### src/rtl/core/bfpa_pkg.sv
// bfpa_pkg.sv: shared constants and types for the best-fit pool allocator
`timescale 1ns / 1ps

package bfpa_pkg;

    // pool geometry
    localparam int POOL_UNITS      = 256;
    localparam int UNIT_BYTES      = 16;
    localparam int MIN_BLOCK_UNITS = 3;
    localparam int HEADER_BYTES    = 24;

    // derived widths
    localparam int UNIT_SHIFT = $clog2(UNIT_BYTES);
    localparam int UNIT_W     = $clog2(POOL_UNITS);
    localparam int COUNT_W    = UNIT_W + 1;

    // fixed field widths
    localparam int REQ_W      = 16;
    localparam int ADDR_W     = 12;
    localparam int USED_W     = 13;
    localparam int STATUS_W   = 2;
    localparam int NEED_SUM_W = REQ_W + 1;
    localparam int NEED_W     = NEED_SUM_W - UNIT_SHIFT;

    // map entry: block start bit and allocated bit per unit
    localparam int ENTRY_W     = 2;
    localparam int ENTRY_START = 1;
    localparam int ENTRY_ALLOC = 0;

    // request function codes
    localparam logic FUNC_ALLOC = 1'b0;
    localparam logic FUNC_FREE  = 1'b1;

    typedef enum logic [STATUS_W-1:0] {
        STAT_OK       = 2'd0,
        STAT_NO_SPACE = 2'd1,
        STAT_BAD_FREE = 2'd2
    } status_t;

    typedef enum logic [3:0] {
        S_CLEAR,
        S_IDLE,
        S_ASCAN,
        S_ATAIL,
        S_ACOMMIT,
        S_ASPLIT,
        S_FUP,
        S_FDOWN,
        S_FWR1,
        S_FWR2,
        S_RESP
    } state_t;

endpackage

### src/rtl/core/bfpa_ram.sv
// bfpa_ram.sv: generic single write port ram with registered read
`timescale 1ns / 1ps

module bfpa_ram #(
    parameter int WIDTH = 2,
    parameter int DEPTH = 256
) (
    input  logic                     clk,
    input  logic                     we,
    input  logic [$clog2(DEPTH)-1:0] waddr,
    input  logic [WIDTH-1:0]         wdata,
    input  logic [$clog2(DEPTH)-1:0] raddr,
    output logic [WIDTH-1:0]         rdata
);

    logic [WIDTH-1:0] mem [DEPTH];
    logic [WIDTH-1:0] rdata_reg;

    // write port
    always_ff @(posedge clk)
    begin
        if (we)
        begin
            mem[waddr] <= wdata;
        end
    end

    // registered read port
    always_ff @(posedge clk)
    begin
        rdata_reg <= mem[raddr];
    end

    assign rdata = rdata_reg;

endmodule

### src/rtl/core/best_fit_pool_allocator.sv
// best_fit_pool_allocator.sv: best-fit allocator with coalescing over a unit-granular pool
`timescale 1ns / 1ps

// channel   signals                                   dir  meaning
// req       req_valid req_ready func                  in   allocate or free transaction
//           request_bytes free_address
// rsp       rsp_valid rsp_ready status                out  one status per transaction
//
// an allocate reads the map ram one unit per cycle over the whole pool, then commits in one
// write, or in two writes on a split.
// a free walks up to the end of its block and back to the previous start, then writes once,
// twice when it joins the next block; a null or bad free goes straight to the response, a stale one after its check.
// after reset a clearing pass over all POOL_UNITS units rebuilds the map, req_ready stays low.
// a finished status waits in the rsp register while the next transaction is taken.

module best_fit_pool_allocator
    import bfpa_pkg::*;
(
    input  logic                clk,
    input  logic                rst_n,
    input  logic                req_valid,
    output logic                req_ready,
    input  logic                func,
    input  logic [REQ_W-1:0]    request_bytes,
    input  logic [ADDR_W-1:0]   free_address,
    output logic                rsp_valid,
    input  logic                rsp_ready,
    output logic [STATUS_W-1:0] status
);

    localparam logic [COUNT_W-1:0] LAST_IDX  = COUNT_W'(POOL_UNITS - 1);
    localparam logic [UNIT_W-1:0]  LAST_UNIT = UNIT_W'(POOL_UNITS - 1);
    localparam logic [COUNT_W-1:0] POOL_CNT  = COUNT_W'(POOL_UNITS);
    localparam int                 POOL_BYTES = POOL_UNITS * UNIT_BYTES;

    state_t               state_reg, state_next;
    logic [COUNT_W-1:0]   idx_reg, idx_next;
    logic                 pend_reg, pend_next;
    logic [UNIT_W-1:0]    pend_unit_reg, pend_unit_next;
    logic [NEED_W-1:0]    need_reg, need_next;
    logic [UNIT_W-1:0]    cur_start_reg, cur_start_next;
    logic                 cur_alloc_reg, cur_alloc_next;
    logic                 found_reg, found_next;
    logic [UNIT_W-1:0]    best_reg, best_next;
    logic [COUNT_W-1:0]   best_size_reg, best_size_next;
    logic [UNIT_W-1:0]    u_reg, u_next;
    logic [COUNT_W-1:0]   e_reg, e_next;
    logic                 join_next_reg, join_next_next;
    logic                 join_prev_reg, join_prev_next;
    logic [USED_W-1:0]    used_total_reg, used_total_next;
    status_t              result_reg, result_next;
    logic                 rsp_valid_reg, rsp_valid_next;
    status_t              status_reg, status_next;

    logic                 ram_we;
    logic [UNIT_W-1:0]    ram_waddr;
    logic [ENTRY_W-1:0]   ram_wdata;
    logic [ENTRY_W-1:0]   ram_rdata;
    logic                 rd_start;
    logic                 rd_alloc;

    logic [NEED_SUM_W-1:0] need_sum;
    logic [NEED_W-1:0]     need_raw;
    logic [NEED_W-1:0]     need_val;
    logic [ADDR_W-1:0]     addr_off;
    logic [ADDR_W-1:0]     free_unit_wide;
    logic                  free_bad;
    logic [COUNT_W-1:0]    blk_end;
    logic [COUNT_W-1:0]    blk_size;
    logic                  blk_fits;
    logic [COUNT_W-1:0]    rest_size;
    logic                  do_split;
    logic [COUNT_W-1:0]    free_size;

    // block map: start and allocated bit per unit
    bfpa_ram #(
        .WIDTH (ENTRY_W),
        .DEPTH (POOL_UNITS)
    ) u_map (
        .clk   (clk),
        .we    (ram_we),
        .waddr (ram_waddr),
        .wdata (ram_wdata),
        .raddr (idx_reg[UNIT_W-1:0]),
        .rdata (ram_rdata)
    );

    assign rd_start = ram_rdata[ENTRY_START];
    assign rd_alloc = ram_rdata[ENTRY_ALLOC];

    // units needed for an allocate, with header and minimum block size
    assign need_sum = NEED_SUM_W'(request_bytes) + NEED_SUM_W'(HEADER_BYTES + UNIT_BYTES - 1);
    assign need_raw = need_sum[NEED_SUM_W-1:UNIT_SHIFT];
    assign need_val = (need_raw < NEED_W'(MIN_BLOCK_UNITS)) ? NEED_W'(MIN_BLOCK_UNITS)
                                                            : need_raw;

    // free address decode and range checks
    assign addr_off       = free_address - ADDR_W'(HEADER_BYTES);
    assign free_unit_wide = addr_off >> UNIT_SHIFT;
    assign free_bad       = (free_address < ADDR_W'(HEADER_BYTES))
                         || (addr_off[UNIT_SHIFT-1:0] != '0)
                         || (free_unit_wide >= POOL_UNITS);

    // shared block compare: closes the block that runs up to the current unit
    assign blk_end  = (state_reg == S_ATAIL) ? POOL_CNT : {1'b0, pend_unit_reg};
    assign blk_size = blk_end - {1'b0, cur_start_reg};
    assign blk_fits = !cur_alloc_reg
                   && (NEED_W'(blk_size) >= need_reg)
                   && (!found_reg || (blk_size < best_size_reg));

    // split decision for the chosen block
    assign rest_size = best_size_reg - COUNT_W'(need_reg);
    assign do_split  = rest_size >= COUNT_W'(MIN_BLOCK_UNITS);

    // size of the block being freed
    assign free_size = e_reg - {1'b0, u_reg};

    // next state and datapath
    always_comb
    begin
        state_next      = state_reg;
        idx_next        = idx_reg;
        pend_next       = 1'b0;
        pend_unit_next  = idx_reg[UNIT_W-1:0];
        need_next       = need_reg;
        cur_start_next  = cur_start_reg;
        cur_alloc_next  = cur_alloc_reg;
        found_next      = found_reg;
        best_next       = best_reg;
        best_size_next  = best_size_reg;
        u_next          = u_reg;
        e_next          = e_reg;
        join_next_next  = join_next_reg;
        join_prev_next  = join_prev_reg;
        used_total_next = used_total_reg;
        result_next     = result_reg;
        rsp_valid_next  = rsp_valid_reg && !rsp_ready;
        status_next     = status_reg;

        case (state_reg)
            S_CLEAR:
            begin
                idx_next = idx_reg + 1'b1;
                if (idx_reg == LAST_IDX)
                begin
                    state_next = S_IDLE;
                end
            end

            S_IDLE:
            begin
                if (req_valid)
                begin
                    if (func == FUNC_ALLOC)
                    begin
                        need_next  = need_val;
                        found_next = 1'b0;
                        idx_next   = '0;
                        state_next = S_ASCAN;
                    end
                    else if (free_address == '0)
                    begin
                        result_next = STAT_OK;
                        state_next  = S_RESP;
                    end
                    else if (free_bad)
                    begin
                        result_next = STAT_BAD_FREE;
                        state_next  = S_RESP;
                    end
                    else
                    begin
                        u_next     = UNIT_W'(free_unit_wide);
                        idx_next   = {1'b0, UNIT_W'(free_unit_wide)};
                        state_next = S_FUP;
                    end
                end
            end

            // walk the map, closing one block at each start bit
            S_ASCAN:
            begin
                idx_next  = idx_reg + 1'b1;
                pend_next = 1'b1;
                if (pend_reg)
                begin
                    if (pend_unit_reg == '0)
                    begin
                        cur_start_next = '0;
                        cur_alloc_next = rd_alloc;
                    end
                    else if (rd_start)
                    begin
                        if (blk_fits)
                        begin
                            found_next     = 1'b1;
                            best_next      = cur_start_reg;
                            best_size_next = blk_size;
                        end
                        cur_start_next = pend_unit_reg;
                        cur_alloc_next = rd_alloc;
                    end
                    if (pend_unit_reg == LAST_UNIT)
                    begin
                        pend_next  = 1'b0;
                        state_next = S_ATAIL;
                    end
                end
            end

            // last block runs to the end of the pool
            S_ATAIL:
            begin
                if (blk_fits)
                begin
                    found_next     = 1'b1;
                    best_next      = cur_start_reg;
                    best_size_next = blk_size;
                end
                state_next = S_ACOMMIT;
            end

            S_ACOMMIT:
            begin
                if (!found_reg)
                begin
                    result_next = STAT_NO_SPACE;
                    state_next  = S_RESP;
                end
                else
                begin
                    result_next = STAT_OK;
                    if (do_split)
                    begin
                        used_total_next = used_total_reg
                                        + (USED_W'(need_reg) << UNIT_SHIFT);
                        state_next      = S_ASPLIT;
                    end
                    else
                    begin
                        used_total_next = used_total_reg
                                        + (USED_W'(best_size_reg) << UNIT_SHIFT);
                        state_next      = S_RESP;
                    end
                end
            end

            S_ASPLIT:
            begin
                state_next = S_RESP;
            end

            // check the block and find its end
            S_FUP:
            begin
                idx_next  = idx_reg + 1'b1;
                pend_next = 1'b1;
                if (pend_reg)
                begin
                    if (pend_unit_reg == u_reg)
                    begin
                        if (!(rd_start && rd_alloc))
                        begin
                            pend_next   = 1'b0;
                            result_next = STAT_BAD_FREE;
                            state_next  = S_RESP;
                        end
                        else if (pend_unit_reg == LAST_UNIT)
                        begin
                            pend_next      = 1'b0;
                            e_next         = POOL_CNT;
                            join_next_next = 1'b0;
                            state_next     = S_FDOWN;
                        end
                    end
                    else if (rd_start)
                    begin
                        pend_next      = 1'b0;
                        e_next         = {1'b0, pend_unit_reg};
                        join_next_next = !rd_alloc;
                        state_next     = S_FDOWN;
                    end
                    else if (pend_unit_reg == LAST_UNIT)
                    begin
                        pend_next      = 1'b0;
                        e_next         = POOL_CNT;
                        join_next_next = 1'b0;
                        state_next     = S_FDOWN;
                    end

                    // leaving the upward walk: set up the backward walk
                    if (state_next == S_FDOWN)
                    begin
                        if (u_reg == '0)
                        begin
                            join_prev_next = 1'b0;
                            state_next     = S_FWR1;
                        end
                        else
                        begin
                            idx_next = {1'b0, u_reg} - 1'b1;
                        end
                    end
                end
            end

            // walk back to the previous block start
            S_FDOWN:
            begin
                idx_next  = idx_reg - 1'b1;
                pend_next = 1'b1;
                if (pend_reg && rd_start)
                begin
                    pend_next      = 1'b0;
                    join_prev_next = !rd_alloc;
                    state_next     = S_FWR1;
                end
            end

            S_FWR1:
            begin
                used_total_next = used_total_reg - (USED_W'(free_size) << UNIT_SHIFT);
                result_next     = STAT_OK;
                state_next      = join_next_reg ? S_FWR2 : S_RESP;
            end

            S_FWR2:
            begin
                state_next = S_RESP;
            end

            // hand the status to the response register once it is free
            S_RESP:
            begin
                if (!rsp_valid_reg || rsp_ready)
                begin
                    rsp_valid_next = 1'b1;
                    status_next    = result_reg;
                    state_next     = S_IDLE;
                end
            end

            default:
            begin
                state_next = S_IDLE;
            end
        endcase
    end

    // outputs and map writes
    always_comb
    begin
        req_ready = (state_reg == S_IDLE);
        ram_we    = 1'b0;
        ram_waddr = idx_reg[UNIT_W-1:0];
        ram_wdata = '0;

        case (state_reg)
            S_CLEAR:
            begin
                ram_we                 = 1'b1;
                ram_waddr              = idx_reg[UNIT_W-1:0];
                ram_wdata[ENTRY_START] = (idx_reg == '0);
            end

            S_ACOMMIT:
            begin
                ram_we                 = found_reg;
                ram_waddr              = best_reg;
                ram_wdata[ENTRY_START] = 1'b1;
                ram_wdata[ENTRY_ALLOC] = 1'b1;
            end

            S_ASPLIT:
            begin
                ram_we                 = 1'b1;
                ram_waddr              = UNIT_W'({1'b0, best_reg} + COUNT_W'(need_reg));
                ram_wdata[ENTRY_START] = 1'b1;
            end

            S_FWR1:
            begin
                ram_we                 = 1'b1;
                ram_waddr              = u_reg;
                ram_wdata[ENTRY_START] = !join_prev_reg;
            end

            S_FWR2:
            begin
                ram_we    = 1'b1;
                ram_waddr = e_reg[UNIT_W-1:0];
            end

            default:
            begin
                ram_we = 1'b0;
            end
        endcase
    end

    assign rsp_valid = rsp_valid_reg;
    assign status    = status_reg;

    // control registers
    always_ff @(posedge clk or negedge rst_n)
    begin
        if (!rst_n)
        begin
            state_reg      <= S_CLEAR;
            idx_reg        <= '0;
            pend_reg       <= 1'b0;
            used_total_reg <= '0;
            rsp_valid_reg  <= 1'b0;
        end
        else
        begin
            state_reg      <= state_next;
            idx_reg        <= idx_next;
            pend_reg       <= pend_next;
            used_total_reg <= used_total_next;
            rsp_valid_reg  <= rsp_valid_next;
        end
    end

    // datapath registers
    always_ff @(posedge clk)
    begin
        pend_unit_reg <= pend_unit_next;
        need_reg      <= need_next;
        cur_start_reg <= cur_start_next;
        cur_alloc_reg <= cur_alloc_next;
        found_reg     <= found_next;
        best_reg      <= best_next;
        best_size_reg <= best_size_next;
        u_reg         <= u_next;
        e_reg         <= e_next;
        join_next_reg <= join_next_next;
        join_prev_reg <= join_prev_next;
        result_reg    <= result_next;
        status_reg    <= status_next;
    end

`ifndef SYNTHESIS
    // unit 0 always opens a block
    a_unit0_start: assert property (@(posedge clk) disable iff (!rst_n)
        ((state_reg == S_ASCAN) && pend_reg && (pend_unit_reg == '0)) |-> rd_start)
        else $error("unit 0 lost its block start bit");

    // bytes in use never exceed the pool
    a_used_bound: assert property (@(posedge clk) disable iff (!rst_n)
        used_total_reg <= USED_W'(POOL_BYTES))
        else $error("used byte count beyond pool size");

    // the chosen block holds the request
    a_best_fits: assert property (@(posedge clk) disable iff (!rst_n)
        ((state_reg == S_ACOMMIT) && found_reg) |-> (NEED_W'(best_size_reg) >= need_reg))
        else $error("chosen block smaller than request");

    // a response only appears from the response step
    a_rsp_source: assert property (@(posedge clk) disable iff (!rst_n)
        $rose(rsp_valid_reg) |-> $past(state_reg == S_RESP))
        else $error("response raised outside the response step");
`endif

endmodule
### config.mk
export PLATFORM = sky130hd
export DESIGN_NAME = best_fit_pool_allocator
export DESIGN_NICKNAME = d
export VERILOG_FILES = /design/src/rtl/core/bfpa_pkg.sv /design/src/rtl/core/bfpa_ram.sv /design/src/rtl/core/best_fit_pool_allocator.sv
export SDC_FILE = /design/constraint.sdc
export NUM_CORES = 1
export LEC_CHECK = 0
export ABC_AREA = 1
export BUFFER_PORTS_ARGS = -buffer_cell sky130_fd_sc_hd__buf_2
export CORE_MARGIN = 1.5
export CORE_UTILIZATION = 63
export CTS_CLUSTER_SIZE = 28
export DETAILED_ROUTE_END_ITERATION = 10
export PLACE_DENSITY = 0.77
export SYNTH_ARGS = -nofsm -noshare
export SYNTH_HDL_FRONTEND = slang
export SYNTH_HIERARCHICAL = 1
export SYNTH_SLANG_ARGS = --single-unit
### constraint.sdc
create_clock -name clk -period 17.4 [get_ports clk]
set_clock_uncertainty 0.15 [all_clocks]
set_input_delay 2.61 -clock clk [delete_from_list [all_inputs] [get_ports clk]]
set_output_delay 2.61 -clock clk [all_outputs]
set_load 0.005 [all_outputs]
==> impl_results.md <==
* DRC Markers at 0
* Worst vdd ir at 0.000137 V
* Initial antenna violation count at 0
* Mapped Cells at 2912
* First-pass GRT wire length at approximately 110000 um
* Vias per inst at 6.07
* Yosys reg bits at 599
* Height of the chip at 216 um
* CTS max path bufs at 3
* Setup_tns at 0 ns
* Routability cong. at approximately 0.97
* Initial Utilization at 64.3%
* Wire length per cell at 20.6 um
* Top FF cell, synth: edfxtp_1
* Sequential-to-total area share from yosys stat at 62.2%
* Area contributors post-synth: edfxtp_1, nand2_1, nand3_1, nor2_1, ha_1
* Hold depth at 0
* CTS resizes at 0
* Switch share at between 40% and 50%
* Clk Tree Root Cell: clkbuf_16
* Number of cell rows at 77
* Critical Path RT at ~18 ns
* P_sw at 2.07 mW
* Tmin final at 4.92 ns
* Number of flip-flops in the largest register at 512
* Power after layout at 4.97 mW
* CP endpoint kind: flip-flop
* FILL cells at 3375
* Crit-path cells: nor2_2 -> inv_2 -> nor2_1 -> inv_1 -> nand2_1 -> ha_1 -> inv_1 -> fa_1 -> nand3_1 -> nand2_1 -> nand3_1 -> nand2_1 -> nand2_1 -> nand2_1 -> a21oi_1 -> xor2_1 -> ha_1 -> nor4b_1 -> nand2_1 -> nor3_1 -> o21bai_1 -> a211oi_2 -> buf_4
* Count leader, synth: nand2_1
* Final Max Tran Viols at 0
* Layout cell share with drive strength beyond 1 at ~6.7%
* Vias at 21300
* Synthesized Nets at between 2000 and 3000
* Max Cap Viol at 0
* Vias in the first global route at between 20000 and 25000
* Worst Tran Pin Value at around 1.3 ns
* Final setup violation count at 0
* H-tree depth at 2
* YS warnings at 6
* Seq pwr share at 36.2%
* Worst setup path class: flip-flop to flip-flop
* Ant. Diodes at 0
* Syn avg cell area at 9.83 um2
* Clk Latency, worst-skew pair at 0.64 ns
* Multi-input logic area at 9280 um2
* Status: complete, no violations
* Slowest CP cell: nor2_1
* FF/Latch Area at 17800 um2
* Post-layout nets at 2947
* Die area at 46700 um2
* Critical path's top delay family: simple AND/OR/NAND/NOR gates
* Number of stages on the worst setup path at 23
* EDFF count, synth at 574
* Grt ovf at 0
* Worst-path clk slew at 0.06 ns
* Starting DRT DRC Count at 2489
* Final hold vios at 0
* Hold WC Path Type: flip-flop to flip-flop
* Share of the synthesized area in the top cell type at 60.2%
* CTS buffer count at 58
* Clock power share at roughly 25%
* RSZ-0062 raised after global routing: false
* Internal Power at 2.90 mW
* Post-CTS setup buffers at 0
* Asr flop ratio synth at 2.50%
* TritonCTS clock tree: yes
* Most frequent cells after synthesis: nand2_1, edfxtp_1, nand3_1, nor2_1, inv_1
* Lkg Pwr at roughly 11 nW
* Most used cell, CP: nand2_1
* Max-slew headroom at 13.7%
* WP buf/inv at 4
* Routed Wire Length at 72000 um
* Tcrit/Tclk final at between 20% and 30%
* Worst setup SP type: flip-flop
* CP max stage delay at 0.51 ns
* PortBufs at 36
* Area grow syn2layout at 7.12%
* Cts-stage hold buffer count at 0
* Pin count of the biggest net entering global routing at 257
* Power Density at 162 nW/um2
* Max Fanout on Critical Path at 17
* FMAX at 203 MHz
* DPL Wire Length at 43600 um
* GRT Overall Usage at 30.9%
* DRT antenna net count at 0
* Area leader, netlist: edfxtp_1
* Ports at 37
* Synth Cell Area at 28600 um2
* Combinational group share of total power at 39.2%
* Num Clock Sinks at 599
* Synth cell types at 55
* WP data arrival at 5.08 ns
* Die width at 216 um
* Core area at 44500 um2
* First-pass iteration count of the detailed router at 8
* FF-to-FF path depth at 23
[layer usage]
layer	up-vias	share of wire (%)	GRT usage, %
li1	9822	-	-
met3	224	8.8	4.84
met5	-	0	0
met2	1091	49	52.2
met4	0	5.4	16.2
met1	10100	37	38.7
[area by class of cell]
cell class              count  share of cell area (%)
inverters                 173                    2.14
repair buffers             51                    1.08
multi-input cells        1980                    30.3
well taps                 592                    2.41
clock inverters            38                   0.942
flip-flops and latches    599                    58.1
clock buffers              69                    5.07
[cell families (layout without fill, tap and decap cells)]
group,count (synthesis),after routing,synth area share (%)
xor+xnor,34,34,1.04
flops,599,599,62.2
fa+ha+maj,51,51,2.31
buf+inv,333,331,5.48
simple gates,1769,1769,26.5
compound gates,126,126,2.50
[power groups by stage]
stage | registers (mW) | clock network, mW | logic, mW
after floorplan | 1.79 | 0 | 1.45
after global placement | 1.82 | 0 | 1.85
after detailed placement | 1.82 | 0 | 1.90
after CTS | 1.80 | 1.23 | 1.92
after global routing | 1.80 | 1.29 | 2.14
final | 1.80 | 1.22 | 1.95
[final timing paths]
check | start | slack (ns) | endpoint
setup / recovery | state_reg[3] | 12.48 | best_size_reg[1]
hold / removal | result_reg[1] | 0.27 | status[1]
setup reg to reg | state_reg[3] | 12.48 | best_size_reg[1]
hold reg to reg | result_reg[1] | 0.27 | status[1]
max in group asynchronous | rst_n | 15.03 | idx_reg[1]
min in group asynchronous | rst_n | 1.74 | pend_reg
[placed cells by master, fill, tap and decap left out, types with 3 or more instances in the layout]
| master | n |
|---|---|
| or2_2 | 5 |
| inv_6 | 3 |
| nand3b_1 | 10 |
| clkinvlp_4 | 4 |
| nand4_1 | 17 |
| o21ai_1 | 4 |
| fa_1 | 3 |
| clkbuf_1 | 6 |
| clkinv_2 | 13 |
| inv_1 | 155 |
| o21ai_0 | 40 |
| nand2_1 | 770 |
| nand2_2 | 7 |
| nor3_1 | 19 |
| a221oi_1 | 3 |
| nand3_1 | 547 |
| o21a_1 | 4 |
| o31ai_1 | 3 |
| buf_12 | 3 |
| ha_1 | 48 |
| nor4_1 | 4 |
| buf_4 | 12 |
| clkinv_1 | 13 |
| edfxtp_1 | 574 |
| inv_2 | 16 |
| dfrtp_1 | 12 |
| o2111ai_1 | 3 |
| clkbuf_8 | 4 |
| nor2_1 | 368 |
| a21oi_1 | 54 |
| buf_2 | 36 |
| dfxtp_1 | 10 |
| xnor2_1 | 8 |
| clkbuf_16 | 59 |
| bufinv_16 | 3 |
| xor2_1 | 26 |
| nor2_4 | 7 |
| nor2_2 | 7 |
[through the flow]
step	hold slack (ns)	setup slack (ns)	area, um2	util [%]	instances
after global routing	0.276	11.93	30700	68.9	3502
final	0.269	12.48	30700	68.9	3502
after floorplan	0.249	3.99	28600	-	2912
after global placement	0.258	12.64	28800	64.8	3395
after detailed placement	0.255	12.53	28800	64.8	3395
after CTS	0.269	12.50	30700	68.9	3502
No activity file was read; power rests on OpenSTA's default activity.
